===== src/itp_bracketing_root_finder_assert.svh =====
// Assertion macros for the ITP root finder.
// Included by the modules that check their own sequencing; needs i_clk and i_rst_n in scope.
`ifndef ITP_BRACKETING_ROOT_FINDER_ASSERT_SVH
`define ITP_BRACKETING_ROOT_FINDER_ASSERT_SVH

// same-cycle implication, off while in reset
`define ITP_ASSERT_NOW(lbl, ante, cons) \
    lbl: assert property (@(posedge i_clk) disable iff (!i_rst_n) (ante) |-> (cons)) \
        else $error("itp root finder: check failed");

// next-cycle implication, off while in reset
`define ITP_ASSERT_NEXT(lbl, ante, cons) \
    lbl: assert property (@(posedge i_clk) disable iff (!i_rst_n) (ante) |=> (cons)) \
        else $error("itp root finder: check failed");

`endif


===== src/itp_pkg.sv =====
// Shared types, codes and helpers for the ITP root finder.
// No dependencies; used by every other source file but the assertion header.
`default_nettype none

package itp_pkg;

    localparam int WORD_BITS = 64;
    localparam int FRAC_BITS = 32;
    localparam int Q30       = 30;

    localparam logic [6:0]        STEP_MAX = 7'd127;
    localparam logic signed [7:0] REXP_MIN = -8'sd128;

    // configuration reset values
    localparam logic [32:0] TOL_RST   = 33'd1;
    localparam logic [32:0] GAIN_RST  = 33'd858993459;
    localparam logic [33:0] POWER_RST = 34'h2_0000_0000;
    localparam logic [4:0]  SLACK_RST = 5'd1;

    // configuration register indexes
    localparam logic [1:0] CFG_TOL   = 2'd0;
    localparam logic [1:0] CFG_GAIN  = 2'd1;
    localparam logic [1:0] CFG_POWER = 2'd2;
    localparam logic [1:0] CFG_SLACK = 2'd3;

    // request operation codes
    localparam logic OP_START = 1'b0;
    localparam logic OP_VALUE = 1'b1;

    // result kinds
    localparam logic [1:0] KIND_QUERY = 2'd0;
    localparam logic [1:0] KIND_FINAL = 2'd1;
    localparam logic [1:0] KIND_ERROR = 2'd2;

    // error codes
    localparam logic [1:0] ERR_NONE  = 2'd0;
    localparam logic [1:0] ERR_ORDER = 2'd1;
    localparam logic [1:0] ERR_SIGN  = 2'd2;

    typedef struct packed {
        logic               operation;
        logic signed [63:0] lo_start;
        logic signed [63:0] hi_start;
        logic signed [63:0] f_lo_start;
        logic signed [63:0] f_hi_start;
        logic signed [63:0] f_value;
    } t_in;

    typedef struct packed {
        logic [1:0]         kind;
        logic signed [63:0] point;
        logic [6:0]         iterations;
        logic signed [63:0] lo_out;
        logic signed [63:0] hi_out;
        logic signed [63:0] f_lo_out;
        logic signed [63:0] f_hi_out;
        logic signed [63:0] f_at_root;
        logic [62:0]        precision;
        logic               precision_valid;
        logic [1:0]         error_code;
    } t_out;

    // magnitude of a two's complement word (wraps for the most negative value)
    function automatic logic [WORD_BITS-1:0] f_mag(input logic [WORD_BITS-1:0] v);
        return v[WORD_BITS-1] ? (~v + 1'b1) : v;
    endfunction

    // shift by a signed amount: right truncates, left saturates to all ones
    function automatic logic [63:0] f_shift_sat(input logic [63:0] v,
                                                input logic signed [9:0] s);
        logic [127:0] wide;
        logic [9:0]   ns;
        wide = {64'd0, v} << s[5:0];
        ns   = -s;
        if (v == 64'd0) begin
            return 64'd0;
        end else if (!s[9]) begin
            if (s >= 10'sd64 || wide[127:64] != 64'd0) return '1;
            return wide[63:0];
        end else begin
            if (s <= -10'sd64) return 64'd0;
            return v >> ns[5:0];
        end
    endfunction

endpackage

`default_nettype wire


===== src/itp_div.sv =====
// Restoring divider, 128-bit dividend by 64-bit divisor, one quotient bit a cycle.
// Keeps the low 64 quotient bits. Depends on itp_pkg.
`default_nettype none

module itp_div (
    input  wire logic           i_clk,
    input  wire logic           i_rst_n,
    input  wire logic           i_go,
    input  wire logic [127:0]   i_num,
    input  wire logic [63:0]    i_den,
    output logic                o_done,
    output logic [63:0]         o_quot
);
    import itp_pkg::*;

    logic [127:0]         r_num;
    logic [WORD_BITS-1:0] r_den, r_rem, r_q;
    logic [6:0]           r_cnt;
    logic                 r_busy, r_done;
    logic [64:0]          rr, rd;
    logic                 ge;

    // one shift-compare-subtract step
    always_comb begin
        rr = {r_rem, r_num[127]};
        ge = rr >= {1'b0, r_den};
        rd = rr - {1'b0, r_den};
    end

    always_ff @(posedge i_clk) begin
        if (!i_rst_n) begin
            r_busy <= 1'b0;
            r_done <= 1'b0;
            r_cnt  <= 7'd0;
        end else begin
            r_done <= 1'b0;
            if (i_go) begin
                r_busy <= 1'b1;
                r_cnt  <= 7'd0;
                r_num  <= i_num;
                r_den  <= i_den;
                r_rem  <= '0;
                r_q    <= '0;
            end else if (r_busy) begin
                r_num <= {r_num[126:0], 1'b0};
                r_rem <= ge ? rd[63:0] : rr[63:0];
                r_q   <= {r_q[62:0], ge};
                r_cnt <= r_cnt + 7'd1;
                if (r_cnt == 7'd127) begin
                    r_busy <= 1'b0;
                    r_done <= 1'b1;
                end
            end
        end
    end

    assign o_done = r_done;
    assign o_quot = r_q;

endmodule

`default_nettype wire


===== config.mk =====
export PLATFORM = sky130hd
export DESIGN_NAME = itp_div
export DESIGN_NICKNAME = d
export VERILOG_FILES = /design/src/itp_bracketing_root_finder_assert.svh /design/src/itp_pkg.sv /design/src/itp_div.sv
export SDC_FILE = /design/constraint.sdc
export NUM_CORES = 1
export LEC_CHECK = 0
export BUFFER_PORTS_ARGS = -buffer_cell sky130_fd_sc_hd__buf_2
export CELL_PAD_IN_SITES_DETAIL_PLACEMENT = 1
export CELL_PAD_IN_SITES_GLOBAL_PLACEMENT = 2
export CORE_ASPECT_RATIO = 1.5
export CORE_MARGIN = 10
export CORE_UTILIZATION = 36
export CTS_BUF_LIST = sky130_fd_sc_hd__clkbuf_8
export CTS_CLUSTER_SIZE = 12
export DETAILED_ROUTE_END_ITERATION = 6
export HOLD_SLACK_MARGIN = 0.06
export PLACE_DENSITY = 0.76
export RECOVER_POWER = 25
export REMOVE_ABC_BUFFERS = 1
export SYNTH_ARGS = -nofsm -noshare
export SYNTH_HDL_FRONTEND = slang
export SYNTH_SLANG_ARGS = --single-unit

===== constraint.sdc =====
create_clock -name i_clk -period 8.1 [get_ports i_clk]
set_input_delay 0.405 -clock i_clk [delete_from_list [all_inputs] [get_ports i_clk]]
set_output_delay 0.405 -clock i_clk [all_outputs]
set_load 0.02 [all_outputs]

; ---- Word level (Yosys, flattened, before mapping)
; Cells that the tools add are included.
[word_totals]
wordCells = 27
input_bits = 195
ff_bits = 329
output_inout_bits = 65
[op_classes]
bitwise_logic = 2
add_sub_neg = 2
muxes = 9
n_lt_le_gt_ge = 1
n_reduce_logical = 5
eq_ne = 1
[op_table]
columns = op, count
row1 = 2-to-1 mux 128 bit, 2
row2 = 2-to-1 mux 64 bit, 3
row3 = >= comparator 65 x 64 -> 1 bit, 1
row4 = subtractor 64 bit, 1
row5 = "adder 7 x 1 -> 7 bit, second input constant", 1
row6 = "equality test 7 bit, second input constant", 1
row7 = 2-to-1 mux 1 bit, 4
row8 = AND reduction 2 bit, 2
row9 = OR reduction 3 bit, 1
row10 = inverter 1 bit, 2
row11 = nonzero test 2 bit, 1
row12 = OR reduction 2 bit, 1

; ---- Logic depth before layout (Yosys ltp)
[logic_depth]
ltp_word = 4
mapped_depth = 14
depth_no_buf = 12

; ---- Least setup slack after synthesis
; Ideal clock, no wire load.
[synth_timing]
path_type = in2reg
startpoint = input port i_go
endpoint = register r_busy
path_buffers = 2
slack_ns = 0.783
stages = 4
t_arrival_ns = 7.234
t_required_ns = 8.017
cell_sequence = clkbuf_1 > clkbuf_1 > o21a_1 > o31a_1
[synth_between]
elab_chain_cells = 1
[synth_lines]
columns = element, line
row1 = start: declaration, itp_div.sv:8  ; input wire logic i_go,
row2 = 2-to-1 mux 1 bit, itp_div.sv:37  ; if (i_go) begin
row3 = end signal: assignment, itp_div.sv:32  ; r_busy <= 1'b0;
row4 = end signal: assignment, itp_div.sv:38  ; r_busy <= 1'b1;
row5 = end signal: assignment, itp_div.sv:50  ; r_busy <= 1'b0;
row6 = end: declaration, itp_div.sv:19  ; logic r_busy, r_done;
; Every way passes these cells.
; A chain may end at the register's enable or synchronous reset.

; ---- Worst setup path after layout
[layout_timing]
startpoint = input port i_go
endpoint = register r_num[73] (data pin)
[layout_between]
elab_chain_cells = 1
[layout_lines]
columns = element, line
row1 = 2-to-1 mux 128 bit, itp_div.sv:37
row2 = end signal: assignment, itp_div.sv:40  ; r_num <= i_num;
row3 = end signal: assignment, itp_div.sv:45  ; r_num <= {r_num[126:0], 1'b0};
row4 = end: declaration, itp_div.sv:16  ; logic [127:0] r_num;
; Every way passes these cells.

==> flow_summary.toml <==
[floorplan]
design.die.area_mm2 = 0.05646
effective_utilization_at_floorplan = 0.3636
floorplan.die.width_um = 197.4
floorplan.die.height_um = 286.1
ios = 260
core-area_mm2 = 0.04673
rows = 97

[clocking]
post_cts.repair.setup_buffers = 0
post_cts_hold_buffer_count = 189
tritoncts_clock_tree = "yes"
cts-resized-gates = 0
depth_of_the_cts_h_tree = 2
clkSinkCount = 329
cts_buffer_depth = 3
cts_root_buf = "sky130_fd_sc_hd__clkbuf_8"
clock_latency_ns = 0.65
clk_pin_slew_ns = 0.06
clock_buffer_count_from_cts = 53

[setup_path]
crit_path_capture_type = "flop"
critical_path.startpoint_type = "input pin"
worst_ep_arrival_time_ns = 5.76
cp_data_required_time_ns = 8.46
path_class = "in2reg"
timing.critical_path.fanout_max = 60

[grt]
grt_pass1_vias = 14521
grt_max_degree = 171
grt_usage = 0.1860
overflow_left_after_global_routing = 0
antenna_violations_before_repair = 12
grt_pass1_wl_um = 83510

[sta]
finalSetupTns_ns = 0
setup_viol = 0
timing.slew.headroom = -1.210
fin_skew_ns = 0.03487
timing.final.crit_share = 0.6667
period_needed_ns = 5.400
rsz0062_at_grt = "false"
tightest_slew_ns = 3.315
slew_violations = 181
whs_ns = 0.1308
max_clock_freq_ghz = 0.1852
finalHoldViolCount = 0

[final_layout]
final_layout_size_suffix_gt1_frac = 0.2443
layout.cells.most_common = "sky130_fd_sc_hd__edfxtp_1"
regArea_mm2 = 0.009789
multiInputGateArea_mm2 = 0.006643
final_net_count = 2120
area_growth_syn_to_layout_pct = 28.18
leading_cell_types_in_the_layout_fill_and_taps_excluded = "sky130_fd_sc_hd__edfxtp_1, sky130_fd_sc_hd__buf_2, sky130_fd_sc_hd__dlygate4sd3_1, sky130_fd_sc_hd__nand2_1, sky130_fd_sc_hd__mux2_2"
final_cells = 2506
nFillCells = 4957

[synthesis]
synth_top_area_share = 0.5656
syn_area_per_cell_um2 = 12.01
syn_inst = 1415
synth-edff-count = 320
yosysUniqueCellTypes = 74
synth-async-reset-ratio = 0
synth_warnings = 0
sequential_element_share_of_the_synthesized_area = 0.5762
synth_top_cells_by_area = "sky130_fd_sc_hd__edfxtp_1, sky130_fd_sc_hd__mux2_2, sky130_fd_sc_hd__ha_1"
count_of_state_elements_after_synthesis = 329
yosys_most_used_dff = "sky130_fd_sc_hd__edfxtp_1"
synth_largest_area_cell = "sky130_fd_sc_hd__edfxtp_1"
mappedNetlistArea_mm2 = 0.01699

[power]
vdd.ir_drop.worst_mv = 0.1423
leakage_power_figure_uw = 0.008685
pwr_per_cell_area_mw_per_mm2 = 211.5
p_sw_uw = 1364
combPwrFrac = 0.223
sequentialPowerShare = 0.452
pwr-share-clk = 0.325
sw_frac_of_total = 0.2962
p_int_uw = 3242

[routing]
routed_via_density = 5.105
drt_pass1_iterations = 4
vias = 12794
drt-total-wl_um = 52950
drc_errors = 0
ant_nets = 0
post_drt_wl_per_cell_um = 21.13
first_iter_violations = 506

[placement]
port-buffer-count = 259
dp.cells = 2209
dp_hpwl_um = 35620
routabilityCongestion = 0.8624

[run_status]
violations = "max-capacitance violations, max-slew violations"
outcome = "finished, violations left"

[run]
cap_viol_max_count = 3

[hold_path]
min_path_type = "in2reg"
## final timing paths
path / from / endpoint / slack (ns) / cells past startpoint
min reg2reg: r_cnt[6] / o_done / 0.46 / 2
min: i_num[67] / r_num[67] / 0.13 / 2
max reg2reg: r_rem[36] / r_rem[60] / 3.76 / 12
max: i_go / r_num[73] / 2.70 / 3
## state kept, by name (all words and copies together) (netlist names)
register / count
r_num: 128
o_quot: 64
r_den: 64
r_rem: 64
r_cnt: 7
o_done: 1
r_busy: 1
## per-stage QoR
step	total power [µW]	util	setup WS [ns]	cell area, µm²
6_report	4606	0.4661	2.700	21780
5_1_grt	4855	0.4660	2.308	21780
4_1_cts	4656	0.4661	3.777	21780
3_5_place_dp	3061	0.4031	3.790	18830
3_3_place_gp	3040	0.4031	3.908	18830
2_1_floorplan	2761	-	1.254	16700
## power by group through the flow
stage          combinational, µW  clock (µW)  sequential (µW)
2_1_floorplan                623           0             2140
3_3_place_gp                 930           0             2110
3_5_place_dp                 948           0             2110
4_1_cts                     1030        1550             2080
5_1_grt                     1140        1620             2100
6_report                    1030        1500             2080
## critical path: stages
cell and delay, ns:
sky130_fd_sc_hd__clkbuf_1 2.24, sky130_fd_sc_hd__clkbuf_1 2.38, sky130_fd_sc_hd__mux2_2 0.51
## cell type report
cell class | instances | share of cell area
diodes | 13 | 0.001494
clock buffers | 54 | 0.03413
clock inverters | 41 | 0.01413
inverters | 77 | 0.01327
multi-input cells | 943 | 0.3050
flip-flops and latches | 329 | 0.4495
well taps | 594 | 0.03413
repair buffers | 455 | 0.1483
## synthesized netlist by cell type (9+ instances only)
cell type	n
sky130_fd_sc_hd__nand4_1	21
sky130_fd_sc_hd__ha_1	65
sky130_fd_sc_hd__xor2_1	26
sky130_fd_sc_hd__a21oi_1	104
sky130_fd_sc_hd__buf_2	18
sky130_fd_sc_hd__o21ai_0	46
sky130_fd_sc_hd__inv_1	77
sky130_fd_sc_hd__o21a_1	12
sky130_fd_sc_hd__a211oi_1	20
sky130_fd_sc_hd__nand3_1	24
sky130_fd_sc_hd__a21o_1	37
sky130_fd_sc_hd__dfxtp_1	9
sky130_fd_sc_hd__nor3_1	19
sky130_fd_sc_hd__mux2_2	127
sky130_fd_sc_hd__clkbuf_1	44
sky130_fd_sc_hd__xnor2_1	29
sky130_fd_sc_hd__nor2b_1	67
sky130_fd_sc_hd__nand2_1	140
sky130_fd_sc_hd__o21bai_1	14
sky130_fd_sc_hd__nor2_1	68
sky130_fd_sc_hd__a31oi_1	9
sky130_fd_sc_hd__edfxtp_1	320
sky130_fd_sc_hd__and3_1	16
## logic make-up after synthesis
kind of cell,share of synthesized area
and+or+nand+nor,0.1133
xor gates and xnor gates,0.02835
AOI/OAI and AO/OA,0.1131
buffers and inverters,0.03410
DFF,0.5762
adders and majority gates,0.04905
muxes,0.08594
## metal layers
layer | vias to the layer above | global-route usage | part of all wire
li1 | 6141 | - | -
met1 | 6268 | 0.2102 | 0.40
met2 | 307 | 0.3296 | 0.52
met3 | 76 | 0.05054 | 0.059
met4 | 2 | 0.06380 | 0.027
met5 | - | 0 | 0.00025
Note: power is estimated with default switching activity, not from simulation.
