<file path="src/itp_bracketing_root_finder_assert.svh">
// Assertion macros for the ITP root finder.
// Included by the modules that check their own sequencing; needs i_clk and i_rst_n in scope.
`ifndef ITP_BRACKETING_ROOT_FINDER_ASSERT_SVH
`define ITP_BRACKETING_ROOT_FINDER_ASSERT_SVH

// same-cycle implication, off while in reset
`define ITP_ASSERT_NOW(lbl, ante, cons) \
    lbl: assert property (@(posedge i_clk) disable iff (!i_rst_n) (ante) |-> (cons)) \
        else $error("itp root finder: check failed");

// next-cycle implication, off while in reset
`define ITP_ASSERT_NEXT(lbl, ante, cons) \
    lbl: assert property (@(posedge i_clk) disable iff (!i_rst_n) (ante) |=> (cons)) \
        else $error("itp root finder: check failed");

`endif

</file>
<file path="src/itp_pkg.sv">
// Shared types, codes and helpers for the ITP root finder.
// No dependencies; used by every other source file but the assertion header.
`default_nettype none

package itp_pkg;

    localparam int WORD_BITS = 64;
    localparam int FRAC_BITS = 32;
    localparam int Q30       = 30;

    localparam logic [6:0]        STEP_MAX = 7'd127;
    localparam logic signed [7:0] REXP_MIN = -8'sd128;

    // configuration reset values
    localparam logic [32:0] TOL_RST   = 33'd1;
    localparam logic [32:0] GAIN_RST  = 33'd858993459;
    localparam logic [33:0] POWER_RST = 34'h2_0000_0000;
    localparam logic [4:0]  SLACK_RST = 5'd1;

    // configuration register indexes
    localparam logic [1:0] CFG_TOL   = 2'd0;
    localparam logic [1:0] CFG_GAIN  = 2'd1;
    localparam logic [1:0] CFG_POWER = 2'd2;
    localparam logic [1:0] CFG_SLACK = 2'd3;

    // request operation codes
    localparam logic OP_START = 1'b0;
    localparam logic OP_VALUE = 1'b1;

    // result kinds
    localparam logic [1:0] KIND_QUERY = 2'd0;
    localparam logic [1:0] KIND_FINAL = 2'd1;
    localparam logic [1:0] KIND_ERROR = 2'd2;

    // error codes
    localparam logic [1:0] ERR_NONE  = 2'd0;
    localparam logic [1:0] ERR_ORDER = 2'd1;
    localparam logic [1:0] ERR_SIGN  = 2'd2;

    typedef struct packed {
        logic               operation;
        logic signed [63:0] lo_start;
        logic signed [63:0] hi_start;
        logic signed [63:0] f_lo_start;
        logic signed [63:0] f_hi_start;
        logic signed [63:0] f_value;
    } t_in;

    typedef struct packed {
        logic [1:0]         kind;
        logic signed [63:0] point;
        logic [6:0]         iterations;
        logic signed [63:0] lo_out;
        logic signed [63:0] hi_out;
        logic signed [63:0] f_lo_out;
        logic signed [63:0] f_hi_out;
        logic signed [63:0] f_at_root;
        logic [62:0]        precision;
        logic               precision_valid;
        logic [1:0]         error_code;
    } t_out;

    // magnitude of a two's complement word (wraps for the most negative value)
    function automatic logic [WORD_BITS-1:0] f_mag(input logic [WORD_BITS-1:0] v);
        return v[WORD_BITS-1] ? (~v + 1'b1) : v;
    endfunction

    // shift by a signed amount: right truncates, left saturates to all ones
    function automatic logic [63:0] f_shift_sat(input logic [63:0] v,
                                                input logic signed [9:0] s);
        logic [127:0] wide;
        logic [9:0]   ns;
        wide = {64'd0, v} << s[5:0];
        ns   = -s;
        if (v == 64'd0) begin
            return 64'd0;
        end else if (!s[9]) begin
            if (s >= 10'sd64 || wide[127:64] != 64'd0) return '1;
            return wide[63:0];
        end else begin
            if (s <= -10'sd64) return 64'd0;
            return v >> ns[5:0];
        end
    endfunction

endpackage

`default_nettype wire

</file>
<file path="src/itp_mul.sv">
// Sequenced 64 x 64 -> 128 multiplier built on one 32 x 32 product per cycle.
// Depends on itp_pkg.
`default_nettype none

module itp_mul (
    input  wire logic           i_clk,
    input  wire logic           i_rst_n,
    input  wire logic           i_go,
    input  wire logic [63:0]    i_a,
    input  wire logic [63:0]    i_b,
    output logic                o_done,
    output logic [127:0]        o_prod
);
    import itp_pkg::*;

    logic [WORD_BITS-1:0] r_a, r_b;
    logic [127:0]         r_acc;
    logic [1:0]           r_idx;
    logic                 r_busy, r_done;
    logic [31:0]          pa, pb;
    logic [63:0]          pp;
    logic [6:0]           sh;

    // partial product for the current quarter
    always_comb begin
        pa = r_idx[1] ? r_a[63:32] : r_a[31:0];
        pb = r_idx[0] ? r_b[63:32] : r_b[31:0];
        pp = pa * pb;
        sh = {2'(r_idx[0]) + 2'(r_idx[1]), 5'd0};
    end

    always_ff @(posedge i_clk) begin
        if (!i_rst_n) begin
            r_busy <= 1'b0;
            r_done <= 1'b0;
            r_idx  <= 2'd0;
        end else begin
            r_done <= 1'b0;
            if (i_go) begin
                r_busy <= 1'b1;
                r_idx  <= 2'd0;
                r_acc  <= '0;
                r_a    <= i_a;
                r_b    <= i_b;
            end else if (r_busy) begin
                r_acc <= r_acc + ({64'd0, pp} << sh);
                r_idx <= r_idx + 2'd1;
                if (r_idx == 2'd3) begin
                    r_busy <= 1'b0;
                    r_done <= 1'b1;
                end
            end
        end
    end

    assign o_done = r_done;
    assign o_prod = r_acc;

endmodule

`default_nettype wire

</file>
<file path="config.mk">
export PLATFORM = sky130hd
export DESIGN_NAME = itp_mul
export DESIGN_NICKNAME = d
export VERILOG_FILES = /design/src/itp_bracketing_root_finder_assert.svh /design/src/itp_pkg.sv /design/src/itp_mul.sv
export SDC_FILE = /design/constraint.sdc
export NUM_CORES = 2
export LEC_CHECK = 0
export ABC_CLOCK_PERIOD_IN_PS = 13100
export BUFFER_PORTS_ARGS = -buffer_cell sky130_fd_sc_hd__buf_2
export CAP_MARGIN = 20
export CORE_ASPECT_RATIO = 1.25
export CORE_UTILIZATION = 30
export DETAILED_ROUTE_END_ITERATION = 12
export PLACE_DENSITY = 0.46
export SLEW_MARGIN = 20
export SYNTH_ARGS = -nofsm -noshare
export SYNTH_HDL_FRONTEND = slang
export SYNTH_SLANG_ARGS = --single-unit
export TNS_END_PERCENT = 10
</file>
<file path="constraint.sdc">
create_clock -name i_clk -period 13.1 [get_ports i_clk]
set_clock_uncertainty 0.2 [all_clocks]
set_input_delay 1.965 -clock i_clk [delete_from_list [all_inputs] [get_ports i_clk]]
set_output_delay 1.965 -clock i_clk [all_outputs]
set_load 0.05 [all_outputs]
</file>
* Word level (Yosys, flattened, before mapping)
Index checks and enable logic that the tools add are counted.
Operators by class: equality and inequality tests 1, shift operators 1, reduce and logical (&&, ||, !) cells 5, bitwise logic cells 2, add/subtract/negate cells 3, mux-type cells 7, $mul 1
Operators with widths (count):
- 128-bit adder | 1
- 128-bit 2-to-1 mux | 1
- 64-bit by 7-bit << shifter with 128-bit output | 1
- 32-bit by 32-bit multiplier with 64-bit output | 1
- 32-bit 2-to-1 mux | 2
- 1-bit 2-to-1 mux | 4
- 2-bit AND reduction | 2
- 3-bit OR reduction | 1
- 1-bit by 1-bit adder with 2-bit output | 1
- 2-bit by 1-bit adder with 2-bit output (second input constant) | 1
- 2-bit == test (second input constant) | 1
- 1-bit NOT | 2
- 2-bit nonzero test | 1
- 2-bit OR reduction | 1
Word-level totals: register bits after elaboration 260

* Logic depth before layout (Yosys ltp)
depth in word-level cells 5, gate-level depth with buffers 46, depth with buffers taken out 40

* Worst setup path after synthesis
No wires, ideal clock.
path type register to register, from reg r_idx[0], to reg r_acc[125] (netlist: o_prod[125]), data pin, stages on the path, launching flop included 45, clock period less this slack 11.575 ns, path buffers 6, arrival 11.115 ns, setup slack 1.525 ns, data required time 12.640 ns, cells stage by stage dfxtp_1 -> clkbuf_1 -> buf_1 -> clkbuf_1 -> mux2i_1 -> clkbuf_1 -> nor2_1 -> fa_1 -> inv_1 -> fa_1 -> inv_1 -> fa_1 -> fa_1 -> fa_1 -> fa_1 -> fa_1 -> inv_1 -> fa_1 -> [9 not listed] -> nand2_1 -> a31oi_1 -> xor2_1 -> mux2i_1 -> and2_1 -> ha_1 -> clkbuf_1 -> and3_1 -> and4_1 -> nand2_1 -> o211ai_1 -> a21oi_1 -> o21ai_1 -> o2111ai_1 -> a21oi_2 -> nor3_1 -> o31ai_1 -> mux2_2
On the way: word-level cells in the longest chain between the ends 5, elaborated cells on any way between the ends 6, those cells by class add/sub: 2; mul: 1; shift: 1; mux: 2
RTL lines:
- start, declared | RTL line itp_mul.sv:18 | logic [1:0] r_idx;
- start signal, assigned | RTL line itp_mul.sv:47 | r_idx <= r_idx + 2'd1;
- 32-bit 2-to-1 mux | RTL line itp_mul.sv:27 | pb = r_idx[0] ? r_b[63:32] : r_b[31:0];
- 32-bit by 32-bit multiplier with 64-bit output | RTL line itp_mul.sv:28 | pp = pa * pb;
- 64-bit by 7-bit << shifter with 128-bit output (*) | RTL line itp_mul.sv:46 | r_acc <= r_acc + ({64'd0, pp} << sh);
- 128-bit adder (*) | RTL line itp_mul.sv:46
- 128-bit 2-to-1 mux (*) | RTL line itp_mul.sv:45 | end else if (r_busy) begin
- end signal, assigned | RTL line itp_mul.sv:46
- end, declared | RTL line itp_mul.sv:17 | logic [127:0] r_acc;
Mark *: on every way between the ends. The rest lies on a longest branch, timed or not. The select of a mux whose other input is x is not followed. A chain may end at the register's enable or synchronous reset.

* Worst setup path in the final report
Ends and elaborated chain as after synthesis.

==> run_results.csv <==
group,metric,value,unit
worst_setup_path,worstPathMaxFanout,16,
run,maxCapViolations,0,
worst_setup_path,timing.rr.end,"o_prod[125]",
floorplanning,dieArea,171000,um^2
clock_network,ctsHoldBuffers,0,
grt,grt_pass1_vias,44449,
min_path,hold_path_class,"reg -> reg",
grt,grt_usage,0.244,
worst_setup_path,crit_arrival,12.81,ns
clock_network,cts_root_buf,"clkbuf_16",
synthesis,synth_edf_count,256,
synthesis,ys_top_cells_by_area,"fa_1 (35%), edfxtp_1 (15%), ha_1 (9.6%)",
worst_setup_path,path_common_cell,"fa_1",
worst_setup_path,required,13.28,ns
worst_setup_path,slowest_delay,0.63,ns
route,ant_nets,0,
floorplanning,rows,168,
timing,period_minus_slack,12.63,ns
synthesis,syn_area_per_cell,9.00,um^2
route,drt_iter0_markers,2826,
synthesis,netlist_area,50800,um^2
timing,hold_viol_final,0,
timing,fin_crit_sh,0.964,
route,vias_per_cell,5.12,
cells_and_area,nets,7340,
cells_and_area,syn_to_final_growth,13.4,%
synthesis,synth_largest_area_cell,"fa_1",
floorplanning,core,168000,um^2
timing,slew_viol_final,0,
grt,antenna_found_initial,35,
cells_and_area,drive_above_1_share,0.125,
timing,grt_setup_unrepaired,"yes",
worst_setup_path,rr_worst_depth,39,
clock_network,post_cts_buffers,0,
floorplanning,io_pins,260,
min_path,min_path_cells,2,
place,dp_hpwl,174,mm
synthesis,synth-seq-cells,260,
route,wirelength,207,mm
clock_network,cts_buffers,38,
grt,gr-total-overflow,0,
route,wl_met2,97.6,mm
synthesis,syn_inst,5648,
min_path,worstHoldEndpoint,"o_done",
timing,setup_viol,0,
route,m1WireLength,87.0,mm
route,remaining_drc_errors,0,
clock_network,clock_latency,0.63,ns
timing,setup_tns,0,ns
grt,grt_pass1_wl,305,mm
synthesis,seq_area_frac_synth,0.153,
clock_network,clock_path_buffers,3,
floorplanning,die_w,370,um
cells_and_area,nFillCells,17591,
grt,grt_max_degree,76,
min_path,hp-start,"r_busy",
cells_and_area,ff_latch_area,7770,um^2
synthesis,async_flop_share,0,
synthesis,synthTopCellsByCount,"inv_1 (899), fa_1 (897), nor2_1 (885)",
route,num_vias,41824,
route,top_layer,"met5",
outcome,outcome,"complete, no violations",
worst_setup_path,ff2ff_setup_slack,0.47,ns
synthesis,yosysWarnings,0,
synthesis,synth.most_common_cell,"inv_1",
timing,fmax,79.2,MHz
cells_and_area,multiInputGateArea,38900,um^2
worst_setup_path,endpoint_kind,"flop",
route,wl_per_cell,25.3,um
synthesis,yosys_most_used_dff,"edfxtp_1",
floorplanning,die_y,462,um
clock_network,cts.clk_slew.worst_paths,0.06,ns
worst_setup_path,critPathLaunchType,"flop",
route,drt-pass1-iter-count,5,
clock_network,cts_tree,"done",
worst_setup_path,cp_slowest_cell,"fa_1",
synthesis,syn-num-nets,7067,
floorplanning,initial_utilization,0.303,
synthesis,synth_cell_type_count,91,
synthesis,synth_top_area_frac,0.353,
place,io_buffers,259,
worst_setup_path,worstReg2RegStart,"r_idx[0]",
timing,slew_headroom,0.309,
route,met3_length,13.6,mm
clock_network,h-tree-depth,2,
clock_network,clock_sinks,260,
worst_setup_path,crit_type,"reg -> reg",
place,gp_congestion,0.980,
timing,tightest_slew,1.03,ns
timing repair:
action,4_1_cts,5_1_grt
setup endpoints to repair,0,19
hold endpoints to repair,0,0
gates resized for setup,0,10
layer usage:
metal / global-route usage / vias up
met5: 0 / -
met4: 0.0888 / 42
met1: 0.316 / 21513
met2: 0.404 / 1382
met3: 0.0450 / 279
li1: - / 18608
flip-flops by register name, indices dropped and copies added, names as in the netlist:
name,flops
r_busy,1
o_done,1
r_idx,2
r_b,64
r_a,64
o_prod,128
stage by stage:
step	area (um^2)	util	cells	setup slack, ns	hold slack [ns]
after floorplan	50800	-	5648	1.52	0.260
after global placement	56200	0.335	8090	0.337	0.360
after detailed placement	56200	0.335	8090	0.302	0.354
after CTS	57600	0.343	8159	0.221	0.365
after global routing	57700	0.343	8164	-0.0631	0.399
final	57700	0.343	8169	0.467	0.369
layout make-up:
type                            instances  share of cell area
Multi-Input combinational cell       4210               0.675
Clock inverter                         19             0.00536
Sequential cell                       260               0.135
Clock buffer                           50              0.0182
Antenna cell                            9            0.000391
Tap cell                             2210              0.0480
Timing Repair Buffer                  512              0.0599
Inverter                              899              0.0585
kinds of logic (layout without fill, tap and decap cells):
| logic type | after synthesis | count (layout) | synth area share |
|---|---|---|---|
| AOI/OAI and AO/OA | 777 | 777 | 0.0990 |
| muxes | 153 | 153 | 0.0321 |
| xor gates and xnor gates | 169 | 169 | 0.0291 |
| buffers and inverters | 1178 | 1480 | 0.0872 |
| adders and majority gates | 1288 | 1288 | 0.449 |
| DFF | 260 | 260 | 0.153 |
| and+or+nand+nor | 1823 | 1823 | 0.150 |
| other | 0 | 9 | 0 |
cells in the final DEF, fill, tap and decap left out, types with 58 or more instances in the layout:
cell and instances:
ha_1 391, buf_2 258, xnor2_1 97, a21oi_1 253
o21ai_0 127, xor2_1 72, mux2_2 70, and2_1 58
inv_1 899, a21o_1 113, nand2_1 612, fa_1 897
buf_4 232, nor2_1 885, nand4_1 68, edfxtp_1 256
worst max path at each step:
stage,startpoint,endpoint,cells after the start
after floorplan,r_idx[0],o_prod[125],44
after global placement,r_idx[0],o_prod[112],42
after detailed placement,r_idx[0],o_prod[112],42
after CTS,r_idx[0],o_prod[112],42
after global routing,r_idx[1],o_prod[125],40
final,r_idx[0],o_prod[125],39
critical path: cells and delay by family (launching register included):
| kind | cells | cell delay, ns |
|---|---|---|
| adders and majority gates | 10 | 4.92 |
| AOI/OAI and AO/OA | 13 | 3.05 |
| and+or+nand+nor | 7 | 1.33 |
| muxes | 3 | 1.05 |
| buffers and inverters | 5 | 0.82 |
| DFF | 1 | 0.60 |
| xor gates and xnor gates | 1 | 0.36 |
Power is not shown: default switching activity piles up to over one toggle a cycle in this logic, so the estimate is an artifact.
