--- src/itp_bracketing_root_finder_assert.svh ---
// Assertion macros for the ITP root finder.
// Included by the modules that check their own sequencing; needs i_clk and i_rst_n in scope.
`ifndef ITP_BRACKETING_ROOT_FINDER_ASSERT_SVH
`define ITP_BRACKETING_ROOT_FINDER_ASSERT_SVH

// same-cycle implication, off while in reset
`define ITP_ASSERT_NOW(lbl, ante, cons) \
    lbl: assert property (@(posedge i_clk) disable iff (!i_rst_n) (ante) |-> (cons)) \
        else $error("itp root finder: check failed");

// next-cycle implication, off while in reset
`define ITP_ASSERT_NEXT(lbl, ante, cons) \
    lbl: assert property (@(posedge i_clk) disable iff (!i_rst_n) (ante) |=> (cons)) \
        else $error("itp root finder: check failed");

`endif

--- src/itp_pkg.sv ---
// Shared types, codes and helpers for the ITP root finder.
// No dependencies; used by every other source file but the assertion header.
`default_nettype none

package itp_pkg;

    localparam int WORD_BITS = 64;
    localparam int FRAC_BITS = 32;
    localparam int Q30       = 30;

    localparam logic [6:0]        STEP_MAX = 7'd127;
    localparam logic signed [7:0] REXP_MIN = -8'sd128;

    // configuration reset values
    localparam logic [32:0] TOL_RST   = 33'd1;
    localparam logic [32:0] GAIN_RST  = 33'd858993459;
    localparam logic [33:0] POWER_RST = 34'h2_0000_0000;
    localparam logic [4:0]  SLACK_RST = 5'd1;

    // configuration register indexes
    localparam logic [1:0] CFG_TOL   = 2'd0;
    localparam logic [1:0] CFG_GAIN  = 2'd1;
    localparam logic [1:0] CFG_POWER = 2'd2;
    localparam logic [1:0] CFG_SLACK = 2'd3;

    // request operation codes
    localparam logic OP_START = 1'b0;
    localparam logic OP_VALUE = 1'b1;

    // result kinds
    localparam logic [1:0] KIND_QUERY = 2'd0;
    localparam logic [1:0] KIND_FINAL = 2'd1;
    localparam logic [1:0] KIND_ERROR = 2'd2;

    // error codes
    localparam logic [1:0] ERR_NONE  = 2'd0;
    localparam logic [1:0] ERR_ORDER = 2'd1;
    localparam logic [1:0] ERR_SIGN  = 2'd2;

    typedef struct packed {
        logic               operation;
        logic signed [63:0] lo_start;
        logic signed [63:0] hi_start;
        logic signed [63:0] f_lo_start;
        logic signed [63:0] f_hi_start;
        logic signed [63:0] f_value;
    } t_in;

    typedef struct packed {
        logic [1:0]         kind;
        logic signed [63:0] point;
        logic [6:0]         iterations;
        logic signed [63:0] lo_out;
        logic signed [63:0] hi_out;
        logic signed [63:0] f_lo_out;
        logic signed [63:0] f_hi_out;
        logic signed [63:0] f_at_root;
        logic [62:0]        precision;
        logic               precision_valid;
        logic [1:0]         error_code;
    } t_out;

    // magnitude of a two's complement word (wraps for the most negative value)
    function automatic logic [WORD_BITS-1:0] f_mag(input logic [WORD_BITS-1:0] v);
        return v[WORD_BITS-1] ? (~v + 1'b1) : v;
    endfunction

    // shift by a signed amount: right truncates, left saturates to all ones
    function automatic logic [63:0] f_shift_sat(input logic [63:0] v,
                                                input logic signed [9:0] s);
        logic [127:0] wide;
        logic [9:0]   ns;
        wide = {64'd0, v} << s[5:0];
        ns   = -s;
        if (v == 64'd0) begin
            return 64'd0;
        end else if (!s[9]) begin
            if (s >= 10'sd64 || wide[127:64] != 64'd0) return '1;
            return wide[63:0];
        end else begin
            if (s <= -10'sd64) return 64'd0;
            return v >> ns[5:0];
        end
    endfunction

endpackage

`default_nettype wire

--- src/itp_sqrt.sv ---
// Digit-by-digit floor square root of a 64-bit word, two radicand bits a cycle.
// Depends on itp_pkg.
`default_nettype none

module itp_sqrt (
    input  wire logic           i_clk,
    input  wire logic           i_rst_n,
    input  wire logic           i_go,
    input  wire logic [63:0]    i_x,
    output logic                o_done,
    output logic [31:0]         o_root
);
    import itp_pkg::*;

    logic [WORD_BITS-1:0] r_x, r_res;
    logic [4:0]           r_cnt;
    logic                 r_busy, r_done;
    logic [5:0]           bsh;
    logic [63:0]          bitv, trial;

    always_comb begin
        bsh   = 6'd62 - {r_cnt, 1'b0};
        bitv  = 64'd1 << bsh;
        trial = r_res + bitv;
    end

    always_ff @(posedge i_clk) begin
        if (!i_rst_n) begin
            r_busy <= 1'b0;
            r_done <= 1'b0;
            r_cnt  <= 5'd0;
        end else begin
            r_done <= 1'b0;
            if (i_go) begin
                r_busy <= 1'b1;
                r_cnt  <= 5'd0;
                r_x    <= i_x;
                r_res  <= '0;
            end else if (r_busy) begin
                if (r_x >= trial) begin
                    r_x   <= r_x - trial;
                    r_res <= (r_res >> 1) + bitv;
                end else begin
                    r_res <= r_res >> 1;
                end
                r_cnt <= r_cnt + 5'd1;
                if (r_cnt == 5'd31) begin
                    r_busy <= 1'b0;
                    r_done <= 1'b1;
                end
            end
        end
    end

    assign o_done = r_done;
    assign o_root = r_res[31:0];

endmodule

`default_nettype wire
--- config.mk ---
export PLATFORM = sky130hd
export DESIGN_NAME = itp_sqrt
export DESIGN_NICKNAME = d
export VERILOG_FILES = /design/src/itp_bracketing_root_finder_assert.svh /design/src/itp_pkg.sv /design/src/itp_sqrt.sv
export SDC_FILE = /design/constraint.sdc
export NUM_CORES = 1
export LEC_CHECK = 0
export ABC_AREA = 0
export BUFFER_PORTS_ARGS = -buffer_cell sky130_fd_sc_hd__clkbuf_2
export CAP_MARGIN = 40
export CORE_MARGIN = 2
export CORE_UTILIZATION = 25
export DETAILED_ROUTE_END_ITERATION = 10
export SKIP_LAST_GASP = 1
export SYNTH_ARGS = -nofsm -noshare
export SYNTH_HDL_FRONTEND = slang
export SYNTH_SLANG_ARGS = --single-unit
--- constraint.sdc ---
create_clock -name i_clk -period 22.6 [get_ports i_clk]
set_input_delay 6.78 -clock i_clk [delete_from_list [all_inputs] [get_ports i_clk]]
set_output_delay 6.78 -clock i_clk [all_outputs]
set_load 0.005 [all_outputs]
# ---- Word-level counts from Yosys, hierarchy flattened
# Index checks and enable logic that the tools add are counted.
dict set report word_totals {
  regBits 135
  in_bits 67
  output_inout_bits 33
  wordCells 30
}
dict set report op_classes {
  n_addsub 5
  magnitude_cmp 1
  eq_ne 1
  shift 1
  muxes 9
  n_bitwise 2
  reduce_logical 6
}
# cell n
set op_table {}
lappend op_table {{two-way mux 64 bit} 5}
lappend op_table {{adder 63 x 64 -> 64 bit} 1}
lappend op_table {{adder 64 bit} 1}
lappend op_table {{greater-or-equal comparator 64 bit} 1}
lappend op_table {{<< shifter 1 x 6 -> 64 bit (first input constant)} 1}
lappend op_table {{subtractor 64 bit} 1}
lappend op_table {{subtractor 6 bit (first input constant)} 1}
lappend op_table {{adder 5 x 1 -> 5 bit (second input constant)} 1}
lappend op_table {{== test 5 bit (second input constant)} 1}
lappend op_table {{two-way mux 1 bit} 4}
lappend op_table {{nonzero test 2 bit} 2}
lappend op_table {{AND reduction 3 bit} 1}
lappend op_table {{OR reduction 3 bit} 1}
lappend op_table {{inverter 1 bit} 2}
lappend op_table {{AND reduction 2 bit} 1}
lappend op_table {{OR reduction 2 bit} 1}

# ---- Depth between registers and ports, before layout
# Gate-level depths: netlist (run 1).
dict set report logic_depth {
  word_depth 7
  ltp_mapped 29
  ltp_nobuf 26
}

# ---- Worst setup path before layout (run 1)
# No wires, ideal clock.
dict set report synth_timing {
  path_kind {in2reg}
  from {input i_go}
  to {register r_x[0] (enable)}
  setup_ns 0.584
  arrival_time_ns 13.656
  required_ns 22.016
  slack_ns 8.360
  cell_stages 4
  n_path_buf 2
  path_cell_list {clkbuf_1 -> buf_1 -> o21a_1 -> a21boi_0}
}
dict set report synth_via {
  elab_chain_len 2
  elab_cells_between_ends 3
  classes_between {3 x reduce/logical}
}
# element line_no
set synth_rtl {}
lappend synth_rtl {{from (decl)} itp_sqrt.sv:8} ;# input wire logic i_go,
lappend synth_rtl {{nonzero test 2 bit (no line)} -}
lappend synth_rtl {{AND reduction 3 bit (no line) *} -}
lappend synth_rtl {{to (signal assigned)} itp_sqrt.sv:37} ;# r_x <= i_x;
lappend synth_rtl {{to (signal assigned)} itp_sqrt.sv:41} ;# r_x <= r_x - trial;
lappend synth_rtl {{to (decl)} itp_sqrt.sv:15} ;# logic [WORD_BITS-1:0] r_x, r_res;
# Mark *: on every way between the ends. The rest lies on a longest branch, timed or not.
# A chain may end at the register's enable or synchronous reset.

# ---- Worst setup path after layout (run 1)
dict set report layout_timing {
  from {input i_go}
  to {register r_x[46] (enable)}
}
# The elaborated chain is that of the path after synthesis.

==> results of run 1 <==
## power by group through the flow
| stage | Clock (W) | Combinational, W | Sequential [W] |
|---|---|---|---|
| floorplan | 0 | 0.000311 | 0.000335 |
| global placement | 0 | 0.000383 | 0.000351 |
| global route | 0.000307 | 0.000438 | 0.000350 |
| detailed placement | 0 | 0.000390 | 0.000352 |
| finish | 0.000296 | 0.000393 | 0.000347 |
| CTS | 0.000297 | 0.000392 | 0.000347 |
## how the worst min path moves through the flow
| stage | cells past startpoint | endpoint | from | slack (ns) |
|---|---|---|---|---|
| 2_1_floorplan | 2 | r_cnt[1] | r_cnt[1] | 0.53 |
| 3_3_place_gp | 2 | r_cnt[1] | r_cnt[1] | 0.56 |
| 3_5_place_dp | 2 | o_done | r_busy | 0.57 |
| 4_1_cts | 2 | o_done | r_busy | 0.59 |
| 5_1_grt | 2 | o_done | r_busy | 0.62 |
| 6_report | 2 | r_cnt[1] | r_cnt[1] | 0.59 |
## routing by layer
layer	GRT usage	up-vias	wire (um)
met5	0	-	0
met4	0.0418	0	849
met3	0.0274	55	2930
met2	0.254	431	22900
met1	0.202	6919	22500
li1	-	7044	-
## cell usage in the layout, fill, tap and decap left out, drive strengths merged, types with 7 or more instances in the layout
cell      n
xnor2    96
ha      133
a41oi     8
nand3    51
nor3     45
edfxtp  128
or4       9
o21a     19
nor2b    17
a211oi   36
buf       9
o31ai    16
a21boi   19
nand2b   12
a21o     55
or3      10
inv      46
dfxtp     7
o21ai   148
nand2   221
nor2    166
a31oi    53
clkbuf  125
nor4      9
nand4    42
o211ai   12
and3     20
a21oi   157
nor3b     8
and2     23
xor2     66
a31o     21
mux2i     7
o21bai   27
## flip-flops by register name (all words and copies together) (netlist names)
signal and count:
r_busy 1, r_x 64, o_done 1, r_res 64
r_cnt 5
## kinds of logic (layout without fill, tap and decap cells)
logic type	after synthesis	after routing	share of synthesized area
mux	10	10	0.00676
simple gates	650	650	0.203
xor+xnor	162	162	0.0933
buf+inv	169	184	0.0541
flops	135	135	0.259
fa+ha+maj	135	135	0.110
compound gates	634	634	0.274
## final cells by class
type / instances / share of cell area
Inverter: 45 / 0.0100
Clock buffer: 27 / 0.0336
Timing Repair Buffer: 107 / 0.0345
Multi-Input combinational cell: 1591 / 0.626
Tap cell: 782 / 0.0580
Sequential cell: 135 / 0.236
Clock inverter: 5 / 0.00178
## stage by stage
step	hold WS [ns]	util	worst slack, ns	cells
4_1_cts	0.585	0.279	13.44	2692
3_3_place_gp	0.558	0.268	13.08	2659
2_1_floorplan	0.533	-	8.36	1895
5_1_grt	0.615	0.279	13.27	2692
3_5_place_dp	0.574	0.269	12.97	2660
6_report	0.592	0.279	13.50	2692
## worst max-delay path, stage by stage
cell,delay [ns]
buf_6,0.25
buf_4,0.56
inv_1,0.18
a21boi_4,0.64
buf_4,0.65
==> impl_metrics.json, run 1 <==
{
  "final_max_slew_viol_count": 0,
  "r2r_cells": 22,
  "grt-ovfl-total": 0,
  "power.leakage_nw": 6.39,
  "cp-startpoint": "i_go",
  "critical_path_arrival_ns": 9.18,
  "synth_edf_count": 128,
  "synth_seq_cells": 135,
  "tightest_slew_ns": 0.896,
  "cts_tree": "done",
  "swShare": 0.389,
  "async_flop_share": 0,
  "cts_hold_buf": 0,
  "grt_max_degree": 90,
  "ys.warnings.count": 0,
  "gp_congestion": 0.923,
  "maxCapViolations": 0,
  "hp-class": "reg2reg",
  "timing.rr.end": "r_x[46]",
  "seq_area_um2": 3980,
  "drt_iter0_drc": 1090,
  "wl_per_cell_um": 18.3,
  "synthTopCellsByArea": "edfxtp_1, ha_1, nand2_1, xnor2_1, a21oi_1",
  "num_rows": 90,
  "syn_area_per_cell_um2": 8.11,
  "yosysTopAreaCell": "edfxtp_1",
  "synth_common_cells": "nand2_1, nor2_1, a21oi_1, o21ai_0, ha_1",
  "endpoint_kind": "flop",
  "portBuffers": 99,
  "antenna_found_initial": 0,
  "clockPowerShare": 0.285,
  "finalSetupViolCount": 0,
  "route.detailed.drc": 0,
  "finalCritPeriodShare": 0.403,
  "first_pass_iters": 5,
  "yosysTopAreaCellShare": 0.250,
  "drt_wl_total_um": 49200,
  "cp-start-kind": "input port",
  "fin_nets": 2098,
  "drive_gt1_frac": 0.111,
  "cts_buffers": 17,
  "worst-setup-path-type": "in2reg",
  "rsz0062_at_grt": "no",
  "areaGrowthSynthToFinish_pct": 9.84,
  "cts_resized": 0,
  "grt_pass1_vias": 14100,
  "pwr-share-comb": 0.380,
  "ios": 100,
  "h-tree-depth": 4,
  "ant_nets": 0,
  "yosysMostFrequentCell": "nand2_1",
  "grt_usage": 0.152,
  "cts_root_buf": "clkbuf_16",
  "synthFlopType": "edfxtp_1",
  "design_area_um2": 16900,
  "finalHoldViolations": 0,
  "p_switching_w": 0.000403,
  "max_freq_mhz": 110,
  "setup_tns_ns": 0,
  "fill_cells": 6570,
  "clock_latency_ns": 0.46,
  "clk_path_buf_depth": 2,
  "place_area_um2": 16300,
  "vias_per_cell": 5.37,
  "seq_power_share": 0.335,
  "synth_nets": 2096,
  "initial_utilization": 0.254,
  "status": "complete, no violations",
  "p_int_w": 0.000633,
  "critPathRequiredTime_ns": 22.68,
  "dieArea_um2": 63500,
  "finClkSkew_ns": 0.0133,
  "die_x_um": 252,
  "netlist_area_um2": 15400,
  "p_total_w": 0.00104,
  "post_cts_buffers": 0,
  "num_vias": 14400,
  "peakVddDrop_uv": 45.4,
  "hpwl_um": 38300,
  "synth_cell_types": 96,
  "final.min_clock_period_ns": 9.10,
  "cts_sinks": 135,
  "grt_pass1_wl_um": 77000,
  "cp-endpoint": "r_x[46]",
  "cts.clk_slew.worst_paths_ns": 0.06,
  "ys_seq_area_frac": 0.259,
  "coreArea_um2": 60600,
  "antennaDiodeCount": 0,
  "r2r-start": "r_cnt[0]",
  "path_max_fanout": 56,
  "dieHeight_um": 252,
  "slew_headroom": 0.403,
  "syn_inst": 1895,
  "power.density_nw_per_um2": 61.4,
  "rrSetupSlack_ns": 13.91,
  "multi_input_comb_area_um2": 10600
}
No activity file was read; power rests on OpenSTA's default activity.
==> run 2, diff against run 1 <==
Clock period 22.6 ns to 8.6 ns, I/O delays scaled along.
==> impl_metrics.json, run 2 (synthesis gave the netlist of run 1 again) <==
{
  "portBuffers": 99,
  "areaGrowthSynthToFinish_pct": 10.5,
  "finalSetupViolCount": 0,
  "h-tree-depth": 4,
  "p_switching_w": 0.00106,
  "p_total_w": 0.00271,
  "hpwl_um": 40000,
  "hp-class": "reg2reg",
  "cts_resized": 0,
  "critical_path_arrival_ns": 6.84,
  "cts_tree": "done",
  "initial_utilization": 0.254,
  "maxCapViolations": 0,
  "cts.clk_slew.worst_paths_ns": 0.06,
  "multi_input_comb_area_um2": 10700,
  "cts_hold_buf": 0,
  "seq_area_um2": 3990,
  "seq_power_share": 0.337,
  "power.density_nw_per_um2": 160,
  "critPathRequiredTime_ns": 8.78,
  "gp_congestion": 0.942,
  "finalHoldViolations": 0,
  "tightest_slew_ns": 0.900,
  "cp_cell_sequence": "and3_4 -> ha_2 -> and2_1 -> maj3_2 -> a31oi_1 -> o21ai_0 -> a21o_1 -> a31oi_1 -> nor2_1 -> nand4_1 -> o31ai_1 -> xnor2_1 -> ha_1 -> a21o_1 -> a21o_1 -> a21oi_1 -> nand3_1 -> or4_4 -> nand4_4 -> buf_4 -> nand2_2 -> buf_4 -> nor2_1 -> a211oi_2",
  "critPathMaxStageDelay_ns": 0.70,
  "finClkSkew_ns": 0.0162,
  "dp_slack_ns": 2.04,
  "rsz0062_at_grt": "no",
  "antenna_found_initial": 0,
  "clock_latency_ns": 0.47,
  "grt-ovfl-total": 0,
  "finalCritPeriodShare": 0.774,
  "power.leakage_nw": 6.41,
  "drt_iter0_drc": 1212,
  "post_cts_buffers": 0,
  "fin_nets": 2101,
  "first_pass_iters": 6,
  "final_common_cell": "nand2_1",
  "worst-setup-path-type": "reg2reg",
  "num_vias": 14600,
  "route.detailed.drc": 0,
  "coreArea_um2": 60600,
  "final_cell_mix": "nand2_1, nor2_1, a21oi_1, o21ai_0, ha_1",
  "peakVddDrop_uv": 109,
  "design_area_um2": 17000,
  "clk_path_buf_depth": 2,
  "grt_pass1_vias": 14100,
  "drive_gt1_frac": 0.119,
  "ios": 100,
  "cts_sinks": 135,
  "cts_buffers": 17,
  "ant_nets": 0,
  "cts_root_buf": "clkbuf_16",
  "top_regs": "r_res: 64 flops, r_x: 64 flops, r_cnt: 5 flops",
  "clockPowerShare": 0.278,
  "path_max_fanout": 41,
  "cp_slowest_cell": "dfxtp_1",
  "endpoint_kind": "flop",
  "swShare": 0.390,
  "num_rows": 90,
  "final_max_slew_viol_count": 0,
  "place_area_um2": 16400,
  "grt_max_degree": 99,
  "setup_tns_ns": 0,
  "status": "complete, no violations",
  "max_freq_mhz": 150,
  "pwr-share-comb": 0.385,
  "drt_wl_total_um": 50900,
  "cp_common_cell": "a21o_1",
  "final.min_clock_period_ns": 6.66,
  "dieArea_um2": 63500,
  "cp-start-kind": "flop",
  "vias_per_cell": 5.41,
  "antennaDiodeCount": 0,
  "slew_headroom": 0.392,
  "layout_setup_ws_ns": 1.94,
  "grt_usage": 0.158,
  "fill_cells": 6556,
  "p_int_w": 0.00165,
  "whs_ns": 0.568,
  "grt_pass1_wl_um": 79000,
  "wl_per_cell_um": 18.9,
  "die_x_um": 252,
  "dieHeight_um": 252
}
## run 2: cell count changes in the layout (fill, tap and decap cells not counted), sizes merged
cell	before	now
clkinvlp	0	1
buf	9	12
clkbuf	125	121
bufinv	0	2
clkinv	4	6
inv	46	45
## run 2: metal layers
layer / share of wire / track usage / vias up
li1: - / - / 7059
met1: 0.44 / 0.199 / 6947
met2: 0.48 / 0.274 / 498
met3: 0.063 / 0.0340 / 63
met4: 0.016 / 0.0379 / 0
met5: 0 / 0 / -
## run 2: worst paths after layout
path	startpoint	to	slack [ns]	depth (start not counted)
min	r_cnt[0]	r_cnt[0]	0.57	2
max	r_cnt[3]	r_res[10]	1.94	24
max reg2reg	r_cnt[3]	r_res[10]	1.94	24
min reg2reg	r_cnt[0]	r_cnt[0]	0.57	2
## run 2: area by class of cell
| class | count | area share |
|---|---|---|
| Multi-Input combinational cell | 1591 | 0.628 |
| Sequential cell | 135 | 0.235 |
| Tap cell | 782 | 0.0576 |
| Timing Repair Buffer | 110 | 0.0362 |
| Clock buffer | 23 | 0.0276 |
| Inverter | 45 | 0.00995 |
| Clock inverter | 9 | 0.00612 |
## run 2: worst max-delay path: cells and delay by family (launching register included)
| kind | cells | cell delay [ns] |
|---|---|---|
| AO/OA/AOI/OAI | 9 | 1.92 |
| AND/OR/NAND/NOR | 9 | 1.98 |
| flip-flops | 1 | 0.70 |
| buffers and inverters | 2 | 0.70 |
| adder cells (fa/ha/maj) | 3 | 0.80 |
| XOR/XNOR | 1 | 0.21 |
## run 2: stage by stage
step / cells / util
2_1_floorplan: 1895 / -
3_3_place_gp: 2660 / 0.270
3_5_place_dp: 2662 / 0.271
4_1_cts: 2694 / 0.280
5_1_grt: 2695 / 0.280
6_report: 2695 / 0.280
## run 2: power by group through the flow
stage	logic [W]	registers, W	clock network (W)
after detailed placement	0.00103	0.000927	0
after CTS	0.00104	0.000914	0.000768
after global routing	0.00116	0.000923	0.000788
after floorplan	0.000825	0.000878	0
after global placement	0.00102	0.000928	0
final	0.00105	0.000914	0.000753
